$ cat src/rtl/ualu_pkg.sv
// shared opcodes and constants for the unsigned integer alu
package ualu_pkg;

   typedef logic [2:0] cmd_type;

   localparam cmd_type CMD_ADD = 3'd0;
   localparam cmd_type CMD_SUB = 3'd1;
   localparam cmd_type CMD_MUL = 3'd2;
   localparam cmd_type CMD_DIV = 3'd3;
   localparam cmd_type CMD_MOD = 3'd4;
   localparam cmd_type CMD_POW = 3'd5;

   // multiplier bits retired per multiply cycle
   localparam int MUL_DIGIT = 4;

endpackage

$ cat src/rtl/ualu_mul.sv
// iterative digit-serial multiplier giving the low WIDTH bits of a product
module ualu_mul #(
   parameter int WIDTH = 32
) (
   input  logic             clock,
   input  logic             reset,
   input  logic             go,
   input  logic [WIDTH-1:0] mcand,
   input  logic [WIDTH-1:0] mplier,
   output logic             done,
   output logic [WIDTH-1:0] product
);

   localparam int DIG   = ualu_pkg::MUL_DIGIT;
   localparam int STEPS = (WIDTH + DIG - 1) / DIG;
   localparam int PAD_W = STEPS * DIG;
   localparam int CNT_W = (STEPS > 1) ? $clog2(STEPS) : 1;

   logic                   busy_ff, busy_in;
   logic                   done_ff, done_in;
   logic [CNT_W-1:0]       count_ff, count_in;
   logic [WIDTH-1:0]       acc_ff, acc_in;
   logic [WIDTH-1:0]       mcand_ff, mcand_in;
   logic [PAD_W-1:0]       mplier_ff, mplier_in;
   logic [DIG-1:0]         digit;
   logic [WIDTH+DIG-1:0]   part;

   assign digit = mplier_ff[PAD_W-1 -: DIG];
   assign part  = {{DIG{1'b0}}, mcand_ff} * {{WIDTH{1'b0}}, digit};

   always_comb begin
      busy_in   = busy_ff;
      done_in   = 1'b0;
      count_in  = count_ff;
      acc_in    = acc_ff;
      mcand_in  = mcand_ff;
      mplier_in = mplier_ff;
      if (go) begin
         busy_in   = 1'b1;
         count_in  = '0;
         acc_in    = '0;
         mcand_in  = mcand;
         mplier_in = PAD_W'(mplier);
      end else if (busy_ff) begin
         // horner step from the most significant digit
         acc_in    = (acc_ff << DIG) + part[WIDTH-1:0];
         mplier_in = mplier_ff << DIG;
         count_in  = count_ff + 1'b1;
         if (count_ff == CNT_W'(STEPS - 1)) begin
            busy_in = 1'b0;
            done_in = 1'b1;
         end
      end
   end

   always_ff @(posedge clock) begin
      if (reset) begin
         busy_ff  <= 1'b0;
         done_ff  <= 1'b0;
         count_ff <= '0;
      end else begin
         busy_ff  <= busy_in;
         done_ff  <= done_in;
         count_ff <= count_in;
      end
      acc_ff    <= acc_in;
      mcand_ff  <= mcand_in;
      mplier_ff <= mplier_in;
   end

   assign done    = done_ff;
   assign product = acc_ff;

endmodule

$ cat src/rtl/ualu_div.sv
// radix-2 restoring divider, one quotient bit per cycle
module ualu_div #(
   parameter int WIDTH = 32
) (
   input  logic             clock,
   input  logic             reset,
   input  logic             go,
   input  logic [WIDTH-1:0] dividend,
   input  logic [WIDTH-1:0] divisor,
   output logic             done,
   output logic [WIDTH-1:0] quotient,
   output logic [WIDTH-1:0] rem
);

   localparam int CNT_W = $clog2(WIDTH);

   logic                busy_ff, busy_in;
   logic                done_ff, done_in;
   logic [CNT_W-1:0]    count_ff, count_in;
   logic [WIDTH-1:0]    rem_ff, rem_in;
   logic [WIDTH-1:0]    quo_ff, quo_in;
   logic [WIDTH-1:0]    dsr_ff, dsr_in;
   logic [WIDTH:0]      shifted;
   logic [WIDTH:0]      trial;

   assign shifted = {rem_ff, quo_ff[WIDTH-1]};
   assign trial   = shifted - {1'b0, dsr_ff};

   always_comb begin
      busy_in  = busy_ff;
      done_in  = 1'b0;
      count_in = count_ff;
      rem_in   = rem_ff;
      quo_in   = quo_ff;
      dsr_in   = dsr_ff;
      if (go) begin
         busy_in  = 1'b1;
         count_in = '0;
         rem_in   = '0;
         quo_in   = dividend;
         dsr_in   = divisor;
      end else if (busy_ff) begin
         if (trial[WIDTH]) begin
            rem_in = shifted[WIDTH-1:0];
            quo_in = {quo_ff[WIDTH-2:0], 1'b0};
         end else begin
            rem_in = trial[WIDTH-1:0];
            quo_in = {quo_ff[WIDTH-2:0], 1'b1};
         end
         count_in = count_ff + 1'b1;
         if (count_ff == CNT_W'(WIDTH - 1)) begin
            busy_in = 1'b0;
            done_in = 1'b1;
         end
      end
   end

   always_ff @(posedge clock) begin
      if (reset) begin
         busy_ff  <= 1'b0;
         done_ff  <= 1'b0;
         count_ff <= '0;
      end else begin
         busy_ff  <= busy_in;
         done_ff  <= done_in;
         count_ff <= count_in;
      end
      rem_ff <= rem_in;
      quo_ff <= quo_in;
      dsr_ff <= dsr_in;
   end

   assign done     = done_ff;
   assign quotient = quo_ff;
   assign rem      = rem_ff;

endmodule

$ cat src/rtl/unsigned_int_alu_with_divide_power_core.sv
// top level: unsigned integer alu with sequencer, shared multiplier and divider
//
// A transaction is taken at a rising edge with start high and busy low; req_cmd
// selects add, absolute difference, multiply, divide, modulo or power on
// req_operand_a and req_operand_b. Each transaction gives one response, shown
// for exactly one cycle with rsp_valid high; the receiver cannot stall it.
// Add, absolute difference, a zero divisor and an unused opcode are answered
// without the multiplier or divider; busy stays low so a new transaction may
// follow at once. Multiply uses the multiplier, divide and modulo the divider,
// and power runs one multiply per exponent bit up to the highest one set plus
// one more per set bit below the highest.
// The multiplier retires four bits per cycle and the divider one quotient bit
// per cycle; both are shared and the sequencer runs one transaction at a time.
// Busy is high from the accepting edge of a multi-cycle transaction until its
// response cycle. Synchronous reset returns the sequencer to idle and drops
// rsp_valid; a transaction in flight is discarded.
module unsigned_int_alu_with_divide_power_core #(
   parameter int DATA_WIDTH = 32
) (
   input  logic                  clock,
   input  logic                  reset,
   input  logic                  start,
   output logic                  busy,
   input  ualu_pkg::cmd_type     req_cmd,
   input  logic [DATA_WIDTH-1:0] req_operand_a,
   input  logic [DATA_WIDTH-1:0] req_operand_b,
   output logic                  rsp_valid,
   output logic [DATA_WIDTH-1:0] rsp_result,
   output logic [DATA_WIDTH-1:0] rsp_remainder,
   output logic                  rsp_divide_by_zero,
   output logic                  rsp_a_below_b
);

   localparam int W = DATA_WIDTH;

   typedef enum logic [2:0] {
      ST_IDLE,
      ST_MUL,
      ST_DIV,
      ST_POW_STEP,
      ST_POW_ACC,
      ST_POW_SQ
   } state_type;

   state_type          state_ff, state_in;
   ualu_pkg::cmd_type  op_ff, op_in;
   logic [W-1:0]       acc_ff, acc_in;
   logic [W-1:0]       sq_ff, sq_in;
   logic [W-1:0]       exp_ff, exp_in;
   logic               mul_go_ff, mul_go_in;
   logic [W-1:0]       mul_x_ff, mul_x_in;
   logic [W-1:0]       mul_y_ff, mul_y_in;
   logic               div_go_ff, div_go_in;
   logic [W-1:0]       div_n_ff, div_n_in;
   logic [W-1:0]       div_d_ff, div_d_in;
   logic               rsp_valid_ff, rsp_valid_in;
   logic [W-1:0]       rsp_result_ff, rsp_result_in;
   logic [W-1:0]       rsp_remainder_ff, rsp_remainder_in;
   logic               rsp_dz_ff, rsp_dz_in;
   logic               rsp_below_ff, rsp_below_in;

   logic               mul_done;
   logic [W-1:0]       mul_product;
   logic               div_done;
   logic [W-1:0]       div_quotient;
   logic [W-1:0]       div_rem;

   ualu_mul #(.WIDTH(W)) u_mul (
      .clock   (clock),
      .reset   (reset),
      .go      (mul_go_ff),
      .mcand   (mul_x_ff),
      .mplier  (mul_y_ff),
      .done    (mul_done),
      .product (mul_product)
   );

   ualu_div #(.WIDTH(W)) u_div (
      .clock    (clock),
      .reset    (reset),
      .go       (div_go_ff),
      .dividend (div_n_ff),
      .divisor  (div_d_ff),
      .done     (div_done),
      .quotient (div_quotient),
      .rem      (div_rem)
   );

   always_comb begin
      state_in         = state_ff;
      op_in            = op_ff;
      acc_in           = acc_ff;
      sq_in            = sq_ff;
      exp_in           = exp_ff;
      mul_go_in        = 1'b0;
      mul_x_in         = mul_x_ff;
      mul_y_in         = mul_y_ff;
      div_go_in        = 1'b0;
      div_n_in         = div_n_ff;
      div_d_in         = div_d_ff;
      rsp_valid_in     = 1'b0;
      rsp_result_in    = rsp_result_ff;
      rsp_remainder_in = rsp_remainder_ff;
      rsp_dz_in        = rsp_dz_ff;
      rsp_below_in     = rsp_below_ff;
      case (state_ff)
         ST_IDLE: begin
            if (start) begin
               op_in            = req_cmd;
               rsp_result_in    = '0;
               rsp_remainder_in = '0;
               rsp_dz_in        = 1'b0;
               rsp_below_in     = 1'b0;
               case (req_cmd)
                  ualu_pkg::CMD_ADD: begin
                     rsp_valid_in  = 1'b1;
                     rsp_result_in = req_operand_a + req_operand_b;
                  end
                  ualu_pkg::CMD_SUB: begin
                     rsp_valid_in = 1'b1;
                     if (req_operand_a < req_operand_b) begin
                        rsp_below_in  = 1'b1;
                        rsp_result_in = req_operand_b - req_operand_a;
                     end else begin
                        rsp_result_in = req_operand_a - req_operand_b;
                     end
                  end
                  ualu_pkg::CMD_MUL: begin
                     mul_go_in = 1'b1;
                     mul_x_in  = req_operand_a;
                     mul_y_in  = req_operand_b;
                     state_in  = ST_MUL;
                  end
                  ualu_pkg::CMD_DIV, ualu_pkg::CMD_MOD: begin
                     if (req_operand_b == '0) begin
                        rsp_valid_in = 1'b1;
                        rsp_dz_in    = 1'b1;
                     end else begin
                        div_go_in = 1'b1;
                        div_n_in  = req_operand_a;
                        div_d_in  = req_operand_b;
                        state_in  = ST_DIV;
                     end
                  end
                  ualu_pkg::CMD_POW: begin
                     acc_in   = W'(1);
                     sq_in    = req_operand_a;
                     exp_in   = req_operand_b;
                     state_in = ST_POW_STEP;
                  end
                  default: begin
                     rsp_valid_in = 1'b1;
                  end
               endcase
            end
         end
         ST_MUL: begin
            if (mul_done) begin
               rsp_valid_in  = 1'b1;
               rsp_result_in = mul_product;
               state_in      = ST_IDLE;
            end
         end
         ST_DIV: begin
            if (div_done) begin
               rsp_valid_in = 1'b1;
               if (op_ff == ualu_pkg::CMD_MOD) begin
                  rsp_result_in = div_rem;
               end else begin
                  rsp_result_in    = div_quotient;
                  rsp_remainder_in = div_rem;
               end
               state_in = ST_IDLE;
            end
         end
         ST_POW_STEP: begin
            if (exp_ff == '0) begin
               rsp_valid_in  = 1'b1;
               rsp_result_in = acc_ff;
               state_in      = ST_IDLE;
            end else if (exp_ff[0]) begin
               mul_go_in = 1'b1;
               mul_x_in  = acc_ff;
               mul_y_in  = sq_ff;
               state_in  = ST_POW_ACC;
            end else begin
               mul_go_in = 1'b1;
               mul_x_in  = sq_ff;
               mul_y_in  = sq_ff;
               state_in  = ST_POW_SQ;
            end
         end
         ST_POW_ACC: begin
            if (mul_done) begin
               acc_in = mul_product;
               // no higher exponent bits left: skip the last squaring
               if (exp_ff[W-1:1] == '0) begin
                  exp_in   = '0;
                  state_in = ST_POW_STEP;
               end else begin
                  mul_go_in = 1'b1;
                  mul_x_in  = sq_ff;
                  mul_y_in  = sq_ff;
                  state_in  = ST_POW_SQ;
               end
            end
         end
         ST_POW_SQ: begin
            if (mul_done) begin
               sq_in    = mul_product;
               exp_in   = exp_ff >> 1;
               state_in = ST_POW_STEP;
            end
         end
         default: begin
            state_in = ST_IDLE;
         end
      endcase
   end

   always_ff @(posedge clock) begin
      if (reset) begin
         state_ff     <= ST_IDLE;
         mul_go_ff    <= 1'b0;
         div_go_ff    <= 1'b0;
         rsp_valid_ff <= 1'b0;
      end else begin
         state_ff     <= state_in;
         mul_go_ff    <= mul_go_in;
         div_go_ff    <= div_go_in;
         rsp_valid_ff <= rsp_valid_in;
      end
      op_ff            <= op_in;
      acc_ff           <= acc_in;
      sq_ff            <= sq_in;
      exp_ff           <= exp_in;
      mul_x_ff         <= mul_x_in;
      mul_y_ff         <= mul_y_in;
      div_n_ff         <= div_n_in;
      div_d_ff         <= div_d_in;
      rsp_result_ff    <= rsp_result_in;
      rsp_remainder_ff <= rsp_remainder_in;
      rsp_dz_ff        <= rsp_dz_in;
      rsp_below_ff     <= rsp_below_in;
   end

   assign busy               = (state_ff != ST_IDLE);
   assign rsp_valid          = rsp_valid_ff;
   assign rsp_result         = rsp_result_ff;
   assign rsp_remainder      = rsp_remainder_ff;
   assign rsp_divide_by_zero = rsp_dz_ff;
   assign rsp_a_below_b      = rsp_below_ff;

`ifndef SYNTH
   a_flags_exclusive: assert property (@(posedge clock) disable iff (reset)
      rsp_valid_ff |-> !(rsp_dz_ff && rsp_below_ff))
      else $error("both response flags set");

   a_dz_zero_data: assert property (@(posedge clock) disable iff (reset)
      (rsp_valid_ff && rsp_dz_ff) |-> (rsp_result_ff == '0 && rsp_remainder_ff == '0))
      else $error("zero divisor response carries data");

   a_mul_done_state: assert property (@(posedge clock) disable iff (reset)
      mul_done |-> (state_ff == ST_MUL || state_ff == ST_POW_ACC || state_ff == ST_POW_SQ))
      else $error("multiplier finished outside a multiply state");

   a_div_done_state: assert property (@(posedge clock) disable iff (reset)
      div_done |-> (state_ff == ST_DIV))
      else $error("divider finished outside the divide state");
`endif

endmodule

$ cat config.mk
export PLATFORM = sky130hd
export DESIGN_NAME = unsigned_int_alu_with_divide_power_core
export DESIGN_NICKNAME = d
export VERILOG_FILES = /design/src/rtl/ualu_pkg.sv /design/src/rtl/ualu_mul.sv /design/src/rtl/ualu_div.sv /design/src/rtl/unsigned_int_alu_with_divide_power_core.sv
export SDC_FILE = /design/constraint.sdc
export NUM_CORES = 1
export LEC_CHECK = 0
export BUFFER_PORTS_ARGS = -buffer_cell sky130_fd_sc_hd__buf_2
export CAP_MARGIN = 20
export CORE_MARGIN = 3
export CORE_UTILIZATION = 57
export DETAILED_ROUTE_END_ITERATION = 6
export PLACE_DENSITY = 0.78
export SETUP_SLACK_MARGIN = 0.4
export SYNTH_ARGS = -nofsm -noshare
export SYNTH_HDL_FRONTEND = slang
export SYNTH_SLANG_ARGS = --single-unit
$ cat constraint.sdc
create_clock -name clock -period 5.27 [get_ports clock]
set_input_delay 0.2635 -clock clock [delete_from_list [all_inputs] [get_ports clock]]
set_output_delay 0.2635 -clock clock [all_outputs]
set_load 0.01 [all_outputs]
==> metrics.cfg <==
[final_layout]
final_common_cell=edfxtp_1
num-fill-cells=4286
nets=3611
drive_above_1_share_pct=13.4
utilization_pct=65.5
layout_common_cells=421 x edfxtp_1, 315 x inv_1, 249 x nor2_1, 218 x nand2_1
area_growth_pct=12.6

[critical_path]
path_buf_inv=3
crit_path_frequent_cell=fa_1
crit_fanout=10
rr_startpoint=u_mul.mplier_ff[29]$_DFFE_PP_
crit_path_top_delay_cell=fa_1
path_class=register to register
cp.arrival_ns=5.35
cp-end-kind=register
cp_top_family=adder cells
worstPathRequired_ns=5.77
crit_chain=buf_12, and2_1, fa_1, fa_1, inv_1, fa_1, fa_2, nor2b_2, o21ai_2, a21boi_2, o31ai_2, buf_4, a31oi_4, a2111oi_2, or3_4, o311ai_4, xor2_1, a22o_1
reg2reg_to=u_mul.product[29]$_SDFFE_PP0P_
start_kind=register
r2r_setup_slack_ns=0.42
r2r_cells=18
slowest_delay_ns=0.52

[synthesis]
ys_top_cells_by_area=edfxtp_1 40%, ha_1 6.4%, fa_1 5.6%
syn-cell-area_um2=31700
synth_compound_area_share_pct=16.2
synth-seq-cells=503
async_flop_share_pct=0
synthXorXnorAreaFrac_pct=2.07
seq_area_frac_synth_pct=45.1
yosys.area_share.simple_pct=14.0
synth_cell_types=85
synth_cells=3163
synth_area_leader_cell=edfxtp_1
yosys_warnings=0
synth_mux_area_share_pct=4.66
avgSynthCellArea_um2=10.0
synth_top_family_by_area=compound AO/OA/AOI/OAI gates
synth_edf_count=421
synthAdderAreaFrac_pct=12.0
synth_fp_nets=3484
synth_ff_type=edfxtp_1
netlist.area_leader.share_pct=39.9

[clock_network]
clk-insertion-delay-late_ns=0.62
clkSinkCount=503
clk_pin_slew_ns=0.06
cts_root_buf=clkbuf_16
cts_tree=built
htreeDepth=2
cts_made_buffers=53
clockBufferDepth=3

[grt]
met2_usage_pct=57.6
use_met3_pct=10.8
met1_usage_pct=46.6
grt_start_max_net_pins=72
grt_pass1_wl_mm=164
grt_overflow=0
antenna_found_initial=13
busiest_layer=met2
grt_pass1_vias=25900
grt_use_total_pct=37.3

[timing]
max_slew_margin_pct=24.9
final_hold_viol_count=0
grt_setup_unrepaired=true
fin_crit_ns=4.85
tns_ns=0
skew_ns=0.0230
holdWs_ns=0.0259
worstMarginPinSlew_ns=1.12
setup_ws_ns=0.420
final-setup-viol-count=0
slew_violations=0
finalCritPeriodShare_pct=92.0
max_freq_ghz=0.206

[worst_hold_path]
min-delay-start=req_operand_a[0]
whs_endpoint=div_n_ff[0]$_DFFE_PP_
hold_class=input pin to register
hold_path_depth=1

[flow_run]
drv_cap=0

[route]
vias_per_cell=6.54
drc=4
ant_nets=0
wl_mm=112
firstDrtPassIters=7
drtIter0Drc=3636
wl_per_cell_um=27.6
via_count=26600

[placed_design]
dp_worst_setup_slack_ns=0.0353
dp_hpwl_mm=82.6
io_buffers=137
routabilityCongestion=1.04

[floorplanning]
ioPinCount=138
die_h_um=242
rows=85
start_util_pct=58.2
die_x_um=242
die_area_um2=58500
core_um2=54500

[run_status]
violations=DRC
status=complete, but fails checks

[pwr]
power_density_nw_per_um2=407
power.share.clock_pct=27.7
pwr-share-seq_pct=36.6
p_int_mw=9.06
p_sw_mw=5.47
power_leakage_nw=14.6
ir_drop_v=0.000223
swShare_pct=37.7
p_comb_share_pct=35.8

[worst max path at each step]
stage | cells after the start | endpoint | startpoint | slack [ns]
3_3_place_gp | 17 | u_mul.product[29]$_SDFFE_PP0P_ | u_mul.mplier_ff[29]$_DFFE_PP_ | 0.16
3_5_place_dp | 17 | u_mul.product[29]$_SDFFE_PP0P_ | u_mul.mplier_ff[29]$_DFFE_PP_ | 0.04
6_report | 18 | u_mul.product[29]$_SDFFE_PP0P_ | u_mul.mplier_ff[29]$_DFFE_PP_ | 0.42
4_1_cts | 18 | u_mul.product[29]$_SDFFE_PP0P_ | u_mul.mplier_ff[29]$_DFFE_PP_ | 0.35
2_1_floorplan | 18 | u_mul.product[29]$_SDFFE_PP0P_ | u_mul.mplier_ff[31]$_DFFE_PP_ | 0.50
5_1_grt | 18 | u_mul.product[31]$_SDFFE_PP0P_ | u_mul.mplier_ff[29]$_DFFE_PP_ | 0.27
[final cells by class]
| type | count | area (µm²) | share of cell area, % |
|---|---|---|---|
| Sequential cell | 503 | 14300 | 40.1 |
| Clock buffer | 57 | 1340 | 3.76 |
| Tap cell | 739 | 925 | 2.59 |
| Timing Repair Buffer | 242 | 1650 | 4.64 |
| Multi-Input combinational cell | 2173 | 15700 | 44.2 |
| Antenna cell | 4 | 10.0 | 0.0281 |
| Clock inverter | 40 | 498 | 1.40 |
| Inverter | 317 | 1190 | 3.34 |
[power by group through the flow]
stage | Combinational, mW | Sequential (mW) | Clock [mW]
after floorplan | 3.44 | 5.10 | 0
after global placement | 4.75 | 5.36 | 0
after detailed placement | 4.84 | 5.37 | 0
after CTS | 4.94 | 5.29 | 4.05
after global routing | 5.64 | 5.33 | 4.21
final | 5.20 | 5.31 | 4.02
[cell usage after synthesis, types with 56 or more instances]
master	count
edfxtp_1	421
inv_1	315
nor2_1	250
nand2_1	220
a21oi_1	212
o21ai_0	209
ha_1	163
clkbuf_1	123
and2_1	115
fa_1	88
dfxtp_1	82
mux2i_1	71
mux2_2	67
nor3_1	66
nand3_1	60
and3_1	56
[cells by family after synthesis]
| logic type | Yosys count |
|---|---|
| AND/OR/NAND/NOR | 913 |
| AO/OA/AOI/OAI | 795 |
| flip-flops | 503 |
| buffers and inverters | 487 |
| adder cells (fa/ha/maj) | 251 |
| multiplexers | 139 |
| XOR/XNOR | 75 |
[timing repair]
action | in CTS | in global routing
resized for setup | 8 | 23
hold endpoints to repair | 20 | 0
hold buffers | 20 | 0
buffers inserted | 2 | 13
gates cloned | 0 | 3
pin swaps | 4 | 10
setup endpoints to repair | 8 | 11
[metal layers]
layer	part of all wire, %	up-vias
met5	0.078	-
met4	7.5	12
met3	13	425
met2	44	1823
met1	36	12800
li1	-	11600
[through the flow]
stage / total power [mW] / area [µm²] / instances
2_1_floorplan: 8.54 / 31700 / 3163
4_1_cts: 14.3 / 35400 / 4054
3_3_place_gp: 10.1 / 33200 / 3933
6_report: 14.5 / 35700 / 4075
5_1_grt: 15.2 / 35700 / 4073
3_5_place_dp: 10.2 / 33300 / 3935
(Power assumes the default switching activity.)
